$ cat src/hdl/grouped_median_selector_defines.svh
// ---------------------------------------------------------------------------
// Assertion macros for the grouped median selector
// Clocked on aclk, held off while aresetn is low.
// ---------------------------------------------------------------------------
`ifndef GROUPED_MEDIAN_SELECTOR_DEFINES_SVH
`define GROUPED_MEDIAN_SELECTOR_DEFINES_SVH

// Property must hold at every clock edge outside reset.
`define GMS_ASSERT_CLK(lbl, prop, msg) \
    lbl: assert property (@(posedge aclk) disable iff (!aresetn) prop) else $error(msg);

// Expression must never be true outside reset.
`define GMS_ASSERT_NEVER(lbl, expr, msg) \
    lbl: assert property (@(posedge aclk) disable iff (!aresetn) !(expr)) else $error(msg);

`endif

$ cat src/hdl/gms_pkg.sv
// ---------------------------------------------------------------------------
// gms_pkg
// Shared widths and parameter defaults for the grouped median selector.
// ---------------------------------------------------------------------------
`default_nettype none

package gms_pkg;

    // fixed field widths
    localparam int AGE_W = 7;
    localparam int MED_W = 7;

    // defaults for the top-level parameters
    localparam int MAX_AGE_DEF     = 127;
    localparam int MAX_RECORDS_DEF = 1024;

endpackage

`default_nettype wire

$ cat src/hdl/grouped_median_selector.sv
// ---------------------------------------------------------------------------
// grouped_median_selector
// Per-group age histograms with a median walk at the end of each set.
// ---------------------------------------------------------------------------
// Usage:
//   Input channel (s_valid/s_ready, s_age, s_group, s_last) takes one record
//   per transfer; ages above MAX_AGE saturate to it. Once MAX_RECORDS
//   records of a set are counted, further records are dropped, but a
//   dropped record marked last still closes the set.
//   Output channel (m_valid/m_ready) gives one transfer per set: the median
//   (element at sorted index n/2) of all records, of group 0 and of
//   group 1, each 0 for an empty group.
//   Throughput: one record per cycle while loading. Each record is a
//   read-modify-write of a histogram RAM; a one-entry forwarding register
//   covers two consecutive records hitting the same bin.
//   Walk: after the last record, the block passes a settle state, walks
//   both histogram RAMs once, one age bin per cycle, and zeroes each bin
//   as it passes, then a tail state before the result is handed over;
//   s_ready stays low over that time.
//   Reset: a clearing pass over every bin zeroes both RAMs; s_ready
//   stays low until it ends.
//   Stall: the result sits in an output register, so loading of the next
//   set goes on while m_ready is low; only the end of the next walk waits
//   for the output register to empty.
// ---------------------------------------------------------------------------
`default_nettype none

module grouped_median_selector #(
    parameter int MAX_AGE     = gms_pkg::MAX_AGE_DEF,
    parameter int MAX_RECORDS = gms_pkg::MAX_RECORDS_DEF
) (
    input  wire logic                       aclk,
    input  wire logic                       aresetn,
    input  wire logic                       s_valid,
    output logic                            s_ready,
    input  wire logic [gms_pkg::AGE_W-1:0]  s_age,
    input  wire logic                       s_group,
    input  wire logic                       s_last,
    output logic                            m_valid,
    input  wire logic                       m_ready,
    output logic      [gms_pkg::MED_W-1:0]  m_median_all,
    output logic      [gms_pkg::MED_W-1:0]  m_median_group0,
    output logic      [gms_pkg::MED_W-1:0]  m_median_group1
);

    import gms_pkg::*;

    `include "grouped_median_selector_defines.svh"

    localparam int BINS = MAX_AGE + 1;
    localparam int AW   = $clog2(BINS);
    localparam int CW   = $clog2(MAX_RECORDS + 1);

    localparam logic [AW-1:0] LAST_BIN  = AW'(MAX_AGE);
    localparam logic [CW-1:0] REC_LIMIT = CW'(MAX_RECORDS);

    // state codes
    localparam logic [2:0] ST_CLEAR  = 3'd0;
    localparam logic [2:0] ST_LOAD   = 3'd1;
    localparam logic [2:0] ST_SETTLE = 3'd2;
    localparam logic [2:0] ST_WALK   = 3'd3;
    localparam logic [2:0] ST_TAIL   = 3'd4;
    localparam logic [2:0] ST_DONE   = 3'd5;

    logic [2:0]    state_reg, state_next;
    logic [AW-1:0] walk_addr_reg;

    // load pipeline: record whose RAM read is in flight
    logic          s1_valid_reg;
    logic [AW-1:0] s1_bin_reg;
    logic          s1_grp_reg;

    // forwarding of the last histogram write
    logic          fwd_valid_reg;
    logic [AW-1:0] fwd_bin_reg;
    logic          fwd_grp_reg;
    logic [CW-1:0] fwd_val_reg;

    // walk pipeline: bin whose RAM read is in flight
    logic          p_valid_reg;
    logic [AW-1:0] p_addr_reg;

    logic [CW-1:0] count0_reg, count1_reg;
    logic [CW-1:0] seen0_reg, seen1_reg, seen_all_reg;
    logic          found0_reg, found1_reg, found_all_reg;
    logic [AW-1:0] med0_reg, med1_reg, med_all_reg;

    logic          m_valid_reg;
    logic [MED_W-1:0] m_all_reg, m_g0_reg, m_g1_reg;

    logic          in_xfer, out_xfer, out_free, kept;
    logic [AW-1:0] in_bin;
    logic [CW-1:0] total;
    logic [CW-1:0] rd0, rd1, base, inc;
    logic [CW-1:0] sum0, sum1, sum_all;
    logic          we0, we1;
    logic [AW-1:0] waddr, raddr;
    logic [CW-1:0] wdata;

    assign s_ready  = (state_reg == ST_LOAD);
    assign in_xfer  = s_valid && s_ready;
    assign out_xfer = m_valid_reg && m_ready;
    assign out_free = !m_valid_reg || m_ready;
    assign total    = CW'(count0_reg + count1_reg);
    assign kept     = (total < REC_LIMIT);

    // saturate the age to the top bin
    always_comb begin
        if (int'(s_age) > MAX_AGE) begin
            in_bin = LAST_BIN;
        end else begin
            in_bin = AW'(s_age);
        end
    end

    // histogram RAMs, one per group
    gms_ram #(.WIDTH(CW), .DEPTH(BINS)) u_hist0 (
        .clk(aclk), .we(we0), .waddr(waddr), .wdata(wdata), .raddr(raddr), .rdata(rd0)
    );

    gms_ram #(.WIDTH(CW), .DEPTH(BINS)) u_hist1 (
        .clk(aclk), .we(we1), .waddr(waddr), .wdata(wdata), .raddr(raddr), .rdata(rd1)
    );

    // increment: take the forwarded value if the previous write hit this bin
    always_comb begin
        if (fwd_valid_reg && fwd_bin_reg == s1_bin_reg && fwd_grp_reg == s1_grp_reg) begin
            base = fwd_val_reg;
        end else if (s1_grp_reg) begin
            base = rd1;
        end else begin
            base = rd0;
        end
        inc = CW'(base + 1'b1);
    end

    // write port: clearing pass, walk zeroing, or record increment
    always_comb begin
        raddr = (state_reg == ST_LOAD) ? in_bin : walk_addr_reg;
        we0   = 1'b0;
        we1   = 1'b0;
        waddr = walk_addr_reg;
        wdata = '0;
        if (state_reg == ST_CLEAR) begin
            we0 = 1'b1;
            we1 = 1'b1;
        end else if (p_valid_reg) begin
            we0   = 1'b1;
            we1   = 1'b1;
            waddr = p_addr_reg;
        end else if (s1_valid_reg) begin
            we0   = !s1_grp_reg;
            we1   = s1_grp_reg;
            waddr = s1_bin_reg;
            wdata = inc;
        end
    end

    // running sums of the walk
    assign sum0    = CW'(seen0_reg + rd0);
    assign sum1    = CW'(seen1_reg + rd1);
    assign sum_all = CW'(seen_all_reg + rd0 + rd1);

    always_comb begin
        state_next = state_reg;
        unique case (state_reg)
            ST_CLEAR: begin
                if (walk_addr_reg == LAST_BIN) begin
                    state_next = ST_LOAD;
                end
            end
            ST_LOAD: begin
                if (in_xfer && s_last) begin
                    state_next = ST_SETTLE;
                end
            end
            ST_SETTLE: state_next = ST_WALK;
            ST_WALK: begin
                if (walk_addr_reg == LAST_BIN) begin
                    state_next = ST_TAIL;
                end
            end
            ST_TAIL: state_next = ST_DONE;
            ST_DONE: begin
                if (out_free) begin
                    state_next = ST_LOAD;
                end
            end
            default: state_next = ST_CLEAR;
        endcase
    end

    // control state
    always_ff @(posedge aclk) begin
        if (!aresetn) begin
            state_reg     <= ST_CLEAR;
            walk_addr_reg <= '0;
            s1_valid_reg  <= 1'b0;
            fwd_valid_reg <= 1'b0;
            p_valid_reg   <= 1'b0;
            count0_reg    <= '0;
            count1_reg    <= '0;
            m_valid_reg   <= 1'b0;
        end else begin
            state_reg     <= state_next;
            s1_valid_reg  <= in_xfer && kept;
            fwd_valid_reg <= s1_valid_reg;
            p_valid_reg   <= (state_reg == ST_WALK);

            // advance the bin pointer during the clearing pass and the walk
            if (state_reg == ST_CLEAR || state_reg == ST_WALK) begin
                walk_addr_reg <= (walk_addr_reg == LAST_BIN) ? '0 : AW'(walk_addr_reg + 1'b1);
            end else if (state_reg == ST_SETTLE) begin
                walk_addr_reg <= '0;
            end

            if (in_xfer && kept) begin
                if (s_group) begin
                    count1_reg <= CW'(count1_reg + 1'b1);
                end else begin
                    count0_reg <= CW'(count0_reg + 1'b1);
                end
            end

            // hand over the result and drop the counts of the finished set
            if (state_reg == ST_DONE && out_free) begin
                m_valid_reg <= 1'b1;
                count0_reg  <= '0;
                count1_reg  <= '0;
            end else if (out_xfer) begin
                m_valid_reg <= 1'b0;
            end
        end
    end

    // payload registers
    always_ff @(posedge aclk) begin
        s1_bin_reg  <= in_bin;
        s1_grp_reg  <= s_group;
        fwd_bin_reg <= s1_bin_reg;
        fwd_grp_reg <= s1_grp_reg;
        fwd_val_reg <= inc;
        p_addr_reg  <= walk_addr_reg;

        if (state_reg == ST_SETTLE) begin
            seen0_reg     <= '0;
            seen1_reg     <= '0;
            seen_all_reg  <= '0;
            found0_reg    <= 1'b0;
            found1_reg    <= 1'b0;
            found_all_reg <= 1'b0;
            med0_reg      <= '0;
            med1_reg      <= '0;
            med_all_reg   <= '0;
        end else if (p_valid_reg) begin
            seen0_reg    <= sum0;
            seen1_reg    <= sum1;
            seen_all_reg <= sum_all;
            // the first bin whose running count passes n/2 holds the median
            if (!found0_reg && sum0 > (count0_reg >> 1)) begin
                found0_reg <= 1'b1;
                med0_reg   <= p_addr_reg;
            end
            if (!found1_reg && sum1 > (count1_reg >> 1)) begin
                found1_reg <= 1'b1;
                med1_reg   <= p_addr_reg;
            end
            if (!found_all_reg && sum_all > (total >> 1)) begin
                found_all_reg <= 1'b1;
                med_all_reg   <= p_addr_reg;
            end
        end

        if (state_reg == ST_DONE && out_free) begin
            m_all_reg <= MED_W'(med_all_reg);
            m_g0_reg  <= MED_W'(med0_reg);
            m_g1_reg  <= MED_W'(med1_reg);
        end
    end

    assign m_valid         = m_valid_reg;
    assign m_median_all    = m_all_reg;
    assign m_median_group0 = m_g0_reg;
    assign m_median_group1 = m_g1_reg;

    // checks
    `GMS_ASSERT_NEVER(a_wport_clash, s1_valid_reg && p_valid_reg, "load write and walk write collide")
    `GMS_ASSERT_NEVER(a_count_limit, (32'(count0_reg) + 32'(count1_reg)) > MAX_RECORDS, "record count exceeds limit")
    `GMS_ASSERT_CLK(a_last_settles, (in_xfer && s_last) |=> (state_reg == ST_SETTLE), "last record did not start the walk")
    `GMS_ASSERT_CLK(a_done_output, (state_reg == ST_DONE && out_free) |=> (m_valid_reg && count0_reg == '0 && count1_reg == '0), "result not handed over")
    `GMS_ASSERT_NEVER(a_no_write_in_load_walk, s1_valid_reg && state_reg == ST_WALK, "increment pending during walk")

endmodule

`default_nettype wire

$ cat src/hdl/gms_ram.sv
// ---------------------------------------------------------------------------
// gms_ram
// Generic simple dual-port RAM, one write and one registered read port.
// ---------------------------------------------------------------------------
`default_nettype none

module gms_ram #(
    parameter int WIDTH = 8,
    parameter int DEPTH = 16
) (
    input  wire logic                     clk,
    input  wire logic                     we,
    input  wire logic [$clog2(DEPTH)-1:0] waddr,
    input  wire logic [WIDTH-1:0]         wdata,
    input  wire logic [$clog2(DEPTH)-1:0] raddr,
    output logic      [WIDTH-1:0]         rdata
);

    logic [WIDTH-1:0] mem [DEPTH];

    // read returns the old contents on a same-address write
    always_ff @(posedge clk) begin
        if (we) begin
            mem[waddr] <= wdata;
        end
        rdata <= mem[raddr];
    end

endmodule

`default_nettype wire

$ cat config.mk
export PLATFORM = sky130hd
export DESIGN_NAME = grouped_median_selector
export DESIGN_NICKNAME = d
export VERILOG_FILES = /design/src/hdl/gms_pkg.sv /design/src/hdl/grouped_median_selector.sv /design/src/hdl/gms_ram.sv
export VERILOG_INCLUDE_DIRS = /design/src /design/src/hdl
export SDC_FILE = /design/constraint.sdc
export NUM_CORES = 2
export LEC_CHECK = 0
export BUFFER_PORTS_ARGS = -buffer_cell sky130_fd_sc_hd__buf_2
export CORE_MARGIN = 2
export CORE_UTILIZATION = 40
export CTS_CLUSTER_DIAMETER = 120
export DETAILED_ROUTE_END_ITERATION = 7
export GPL_TIMING_DRIVEN = 0
export HOLD_SLACK_MARGIN = 0.12
export SLEW_MARGIN = 5
export SYNTH_ARGS = -nofsm -noshare
export SYNTH_HDL_FRONTEND = slang
export SYNTH_HIERARCHICAL = 1
export SYNTH_SLANG_ARGS = --single-unit
$ cat constraint.sdc
create_clock -name aclk -period 11.14 [get_ports aclk]
set_clock_uncertainty 0.15 [all_clocks]
set_input_delay 2.228 -clock aclk [delete_from_list [all_inputs] [get_ports aclk]]
set_output_delay 2.228 -clock aclk [all_outputs]
set_load 0.005 [all_outputs]
### Yosys cells after proc, flatten, opt, wreduce, memory -nomap -nowiden

Memory sizes are Yosys's and may differ from the RTL's. A register that Yosys moved wholly into a read port is not among the register bits.
Index checks and enable logic that the tools add are counted.

* word-level logic and storage cells: 111
* bits in writable memories: 2816
* bits of input ports: 13
* memories: 2
* flip-flop bits (word level): 148
* output and inout bits: 23

Memories
* u_hist0.mem: words 128, bits a word 11, rd ports 1, clocked after Yosys merged registers in 1, write ports 1, RTL line gms_ram.sv:19 `logic [WIDTH-1:0] mem [DEPTH];`
* u_hist1.mem: words 128, bits a word 11, rd ports 1, clocked after Yosys merged registers in 1, write ports 1, RTL line gms_ram.sv:19

* add/subtract/negate cells: 9
* muxes and demuxes: 29
* bitwise logic cells: 2
* equality and inequality tests: 12
* reductions and logical operators: 27
* $lt $le $gt $ge: 4

Operators by type and width (number)
* 11-bit adder: 5
* 11-bit 2-to-1 mux: 5
* 7-bit 2-to-1 mux: 7
* 11-bit by 1-bit adder with 11-bit output, second input constant: 3
* 11-bit by 10-bit greater-than comparator with 1-bit output: 3
* 3-bit one-hot mux with 6 select lines: 1
* 1-bit 2-to-1 mux: 12
* 3-bit 2-to-1 mux: 4
* 11-bit less-than comparator, second input constant: 1
* 1-bit logical AND: 10
* 2-bit AND reduction: 5
* 7-bit by 1-bit adder with 7-bit output, second input constant: 1
* 7-bit equality test: 1
* 7-bit equality test, second input constant: 1
* 3-bit by 2-bit equality test with 1-bit output, second input constant: 2
* 3-bit equality test, second input constant: 2
* 1-bit zero test: 5
* 2-bit by 1-bit inequality test with 1-bit output, second input constant: 2
* 2-bit inequality test, second input constant: 2
* 4-bit AND reduction: 1
* 2-bit nonzero test: 2
* 3-bit by 1-bit equality test with 1-bit output, second input constant: 1
* 3-bit zero test: 1
* 1-bit logical OR: 2
* 3 further kinds: 4

### Longest topological paths before layout

* depth after elaboration: 8
* depth in mapped cells: 18

### Cells and area by module

The synthesis kept the hierarchy.

Modules (own cells, without submodules)
* gms_ram: area each 54223.3 sq um, cells each 2178, instances 2
* grouped_median_selector: area each 8720.9 sq um, cells each 964, instances 1

### Least setup slack after synthesis

Ideal clock, no wire load.

* path type: reg-to-reg
* start point: register s1_grp_reg
* end point: memory u_hist0/mem[0][10] (netlist name), data pin
* setup time: 1.449 ns
* clock period less this slack: 10.612 ns
* stages on the path, launching flop included: 17
* data arrival time: 9.013 ns
* slack: 0.528 ns
* cells stage by stage: dfxtp_1 > xnor2_1 > nand2_1 > nor3_2 > clkbuf_1 > clkbuf_1 > nand2_1 > o21ai_0 > ha_1 > clkbuf_1 > nand3_1 > nor2_1 > nand3_1 > xnor2_1 > nand2_1 > o21ai_0 > nor2b_1

* word-level cells in the longest chain between the ends: 7
* elaborated cells on any way between the ends: 8
* classes of those cells: add/sub (1); eq/ne (1); mux (5); reduce/logical (1)

Ends and longest elaborated chain
* start, declared: RTL line grouped_median_selector.sv:71 `logic s1_grp_reg;`
* start signal, assigned: RTL line grouped_median_selector.sv:239 `s1_grp_reg <= s_group;`
* 1-bit equality test: RTL line grouped_median_selector.sv:127 `if (fwd_valid_reg && fwd_bin_reg == s1_bin_reg && fwd_grp_reg == s1_grp_reg) begin`
* 1-bit logical AND: RTL line grouped_median_selector.sv:127
* 11-bit 2-to-1 mux *: RTL line grouped_median_selector.sv:127
* 11-bit by 1-bit adder with 11-bit output *: RTL line grouped_median_selector.sv:134 `inc = CW'(base + 1'b1);`
* via inc[10]: RTL line grouped_median_selector.sv:94 `logic [CW-1:0] rd0, rd1, base, inc;`
* 11-bit 2-to-1 mux *: RTL line grouped_median_selector.sv:151 `end else if (s1_valid_reg) begin`
* 11-bit 2-to-1 mux *: RTL line grouped_median_selector.sv:147 `end else if (p_valid_reg) begin`
* 11-bit 2-to-1 mux *: RTL line grouped_median_selector.sv:144 `if (state_reg == ST_CLEAR) begin`
* via wdata[10]: RTL line grouped_median_selector.sv:98 `logic [CW-1:0] wdata;`
* end, declared: RTL line gms_ram.sv:19

Mark *: on every way through the listed nets, which the timed path passes. The rest lies on a longest branch.

### Worst setup path in the final report

* start point: input port s_age[2] (netlist name)
* end point: register u_hist1.rdata[3], read port of u_hist1.mem

* word-level cells in the longest chain between the ends: 1

Ends and longest elaborated chain
* start, declared: RTL line grouped_median_selector.sv:36 `input wire logic [gms_pkg::AGE_W-1:0] s_age,`
* 7-bit 2-to-1 mux: RTL line grouped_median_selector.sv:139 `raddr = (state_reg == ST_LOAD) ? in_bin : walk_addr_reg;`
* via raddr[2]: RTL line grouped_median_selector.sv:97 `logic [AW-1:0] waddr, raddr;`
* end, declared: RTL line gms_ram.sv:16 `output logic [WIDTH-1:0] rdata`

The timed path passes the listed nets, and every way through them passes these cells.
A chain may end at the register's enable or synchronous reset.

==> qor.csv <==
metric;value;unit
I/O pin count;36;
Clk Latency, worst-skew pair;880;ps
Placed Instances;9351;
biggest regs;u_hist0/mem x1408, u_hist1/mem x1408;
Vias;57680;
Site Rows;198;
ANT nets after route;0;
GPL Wtd Cong;0.8797;
largest net degree at the start of global routing;79;
first-pass iteration count of the detailed router;7;
post-route core utilization;45.93;%
nets@finish;5854;
CTS Buffer Depth;4;
initial drt markers;6976;
Area growth, synth to finish;14.11;%
Cells after Synth;5320;
FF+latch count, synth;2986;
Crit. End Element;register;
Seq/Total Area, Yosys;75.26;%
total power draw;0.02295;W
Area after DPL;0.1243;mm²
Routed WL;302800;µm
first-pass GRT wire length;427700;µm
global route overflow;0;
CP Launch Type;input port;
Core ar.;0.2911;mm²
Worst Path Max Fanout;10;
Resize count post-CTS;0;
setup violators final;0;
setup bufs post-CTS;0;
Die Wd;545.2;µm
GRT Total Usage;20.03;%
clock sink total;2986;
min Tclk post-route;6746;ps
fin area;0.1337;mm²
reg2reg start;state_reg[0]$_SDFFE_PN0P_;
initial core utilization;40.25;%
Die H;545.2;µm
Syn Area/Cell;22.02;µm²
maximum vdd drop;0.1226;mV
post-DP HPWL;205200;µm
Fmax achieved;148.2;MHz
Port-buffer cells;35;
layout cell share with drive strength beyond 1;27.60;%
fin cells;9877;
number of global-route vias before repair;57230;
residual DRC count;0;
fraction of registers with async set/reset;0;%
mapped cell area;0.1172;mm²
Primary FF master, synth;edfxtp_1;
Yosys warnings;6;
Lkg Pwr;43.76;nW
Netlist cell types;63;
Critical Path AT;7330;ps
Routed WL per cell;30.66;µm
status;complete, but fails checks;
final hold vios;0;
Rel. slew slack;-3.556;%
Power Density;171.6;mW/mm²
Post-Syn Nets;5419;
CTS tree;built;
violated checks;max-capacitance violations, max-slew violations;
Worst Hold Depth;0;
Worst EP required;11730;ps
Root Buffer;clkbuf_16;
Clock Pin Slew Worst Setup and Hold Paths;60;ps
Tightest Hold Check Type;reg -> reg;
setup tns final;0;ps
EDFF count, synth;2837;
r2r worst-path depth;11;
CTS H-Tree Depth;5;
Crit Reg-Reg Endpoint;u_hist1/rdata[3]$_DFF_P_;
Hold Crit Start;walk_addr_reg[3]$_SDFFE_PN0P_;
multi-input logic area;0.02799;mm²
# hold bufs at CTS;0;
FF-to-FF setup slack;4440;ps
Tcrit/Tclk final;60.56;%
die footprint;0.2973;mm²
fill count;23980;
Final Max Tran Viols;33;
initial antenna violation count;17;
max cap viols;3;
slew at the pin closest to its max-slew limit;1553;ps
Setup CP Type;in -> reg;
Register Area;0.08817;mm²
Hold EP;p_addr_reg[3]$_DFF_P_;
setup repair after global routing missed its margin;false;
Via density;5.840;
total CTS buffers;302;
## metal layers
| layer | global-route usage [%] | wire length [µm] |
|---|---|---|
| met1 | 28.97 | 126800 |
| met2 | 31.08 | 141700 |
| met3 | 4.629 | 28430 |
| met4 | 4.296 | 5845 |
| met5 | 0 | 46 |
## per-stage QoR
step	setup WS, ps	hold slack, ps
final	4394	203.1
after global routing	4364	223.6
after CTS	4393	206.1
after detailed placement	3497	188.6
after global placement	-9316	191.6
after floorplan	528.2	179.0
## logic make-up (layout without fill, tap and decap cells)
logic type | after synthesis | after routing | share of synthesized area [%]
other | 0 | 10 | 0
buffers and inverters | 306 | 953 | 1.095
multiplexers | 1005 | 1005 | 18.49
adder cells (fa/ha/maj) | 87 | 87 | 1.017
AND/OR/NAND/NOR | 679 | 679 | 2.611
XOR/XNOR | 72 | 72 | 0.5382
AO/OA/AOI/OAI | 185 | 185 | 0.9942
flip-flops | 2986 | 2986 | 75.26
## worst max-delay path: stages
cell	delay [ps]
buf_2	120
mux2_2	230
clkbuf_1	760
buf_1	930
clkbuf_1	1040
mux4_2	470
mux4_2	580
mux4_2	590
mux2_2	340
## cell usage in the layout, fill, tap and decap left out, types with 15 or more instances in the layout
cell type,netlist,final
nor3_1,37,19
inv_1,39,39
a21o_1,18,18
a21oi_1,49,42
buf_16,0,16
nor2b_1,38,31
nand2_1,111,111
nor3_2,1,19
buf_2,65,101
nor2_2,0,23
o22ai_1,17,17
buf_6,7,17
nor2_1,337,313
dfxtp_1,149,149
o21ai_0,47,47
buf_1,35,29
bufinv_16,0,22
clkbuf_1,160,206
xnor2_1,57,57
clkbuf_16,0,307
mux2i_1,46,46
mux2_2,35,35
nor4_1,16,16
edfxtp_1,2837,2837
buf_12,0,57
clkinv_2,0,38
nand4_1,16,16
nand3_1,55,55
clkinv_1,0,61
ha_1,72,72
mux4_2,924,924
xor2_1,15,15
## Yosys cell counts (all sizes together) (4+ instances only)
cell / instances / share of area [%]
xor2: 15 / 0.11
mux2: 35 / 0.34
a211oi: 8 / 0.051
and3: 16 / 0.085
o21a: 8 / 0.051
nor3: 38 / 0.17
or2: 4 / 0.021
o22ai: 17 / 0.091
nor2: 337 / 1.1
a21boi: 6 / 0.038
edfxtp: 2837 / 73
dfxtp: 149 / 2.5
nand2: 111 / 0.36
clkbuf: 160 / 0.51
nand2b: 13 / 0.069
and2: 5 / 0.027
o211ai: 5 / 0.036
nor4b: 7 / 0.052
mux2i: 46 / 0.39
a21oi: 50 / 0.22
nand3: 55 / 0.23
nor2b: 38 / 0.20
o21ai: 47 / 0.20
fa: 14 / 0.24
a21o: 18 / 0.12
mux4: 924 / 18
or3: 9 / 0.048
inv: 39 / 0.12
nand4: 16 / 0.085
nor4: 16 / 0.085
buf: 107 / 0.46
nor3b: 8 / 0.051
xnor2: 57 / 0.43
ha: 72 / 0.77
## final cells by class
| cell class | instances | area share [%] |
|---|---|---|
| well taps | 3900 | 3.650 |
| repair buffers | 131 | 1.499 |
| inverters | 39 | 0.1095 |
| flip-flops and latches | 2986 | 65.95 |
| clock buffers | 368 | 5.962 |
| multi-input cells | 2028 | 20.94 |
| clock inverters | 148 | 1.010 |
| plain buffers | 267 | 0.8638 |
| diodes | 10 | 0.01872 |
## power by group
part / switching (W) / internal (W)
sequential: 0.0000536 / 0.0121
clock: 0.00417 / 0.00560
combinational: 0.000579 / 0.000403
total: 0.00480 / 0.0181
## worst max path at each step
stage                                         start  cells past startpoint  slack (ps)                             to
after detailed placement                   s_age[2]                      9        3500       u_hist1/rdata[3]$_DFF_P_
after global routing      state_reg[0]$_SDFFE_PN0P_                     11        4360       u_hist1/rdata[3]$_DFF_P_
after CTS                                  s_age[2]                      9        4390       u_hist1/rdata[3]$_DFF_P_
after floorplan                  s1_grp_reg$_DFF_P_                     16         530   u_hist0/mem[0][10]$_DFFE_PP_
after global placement           s1_grp_reg$_DFF_P_                     12       -9320  u_hist0/mem[122][6]$_DFFE_PP_
final                                      s_age[2]                      9        4390       u_hist1/rdata[3]$_DFF_P_
Power figures use the tool's default switching activity.
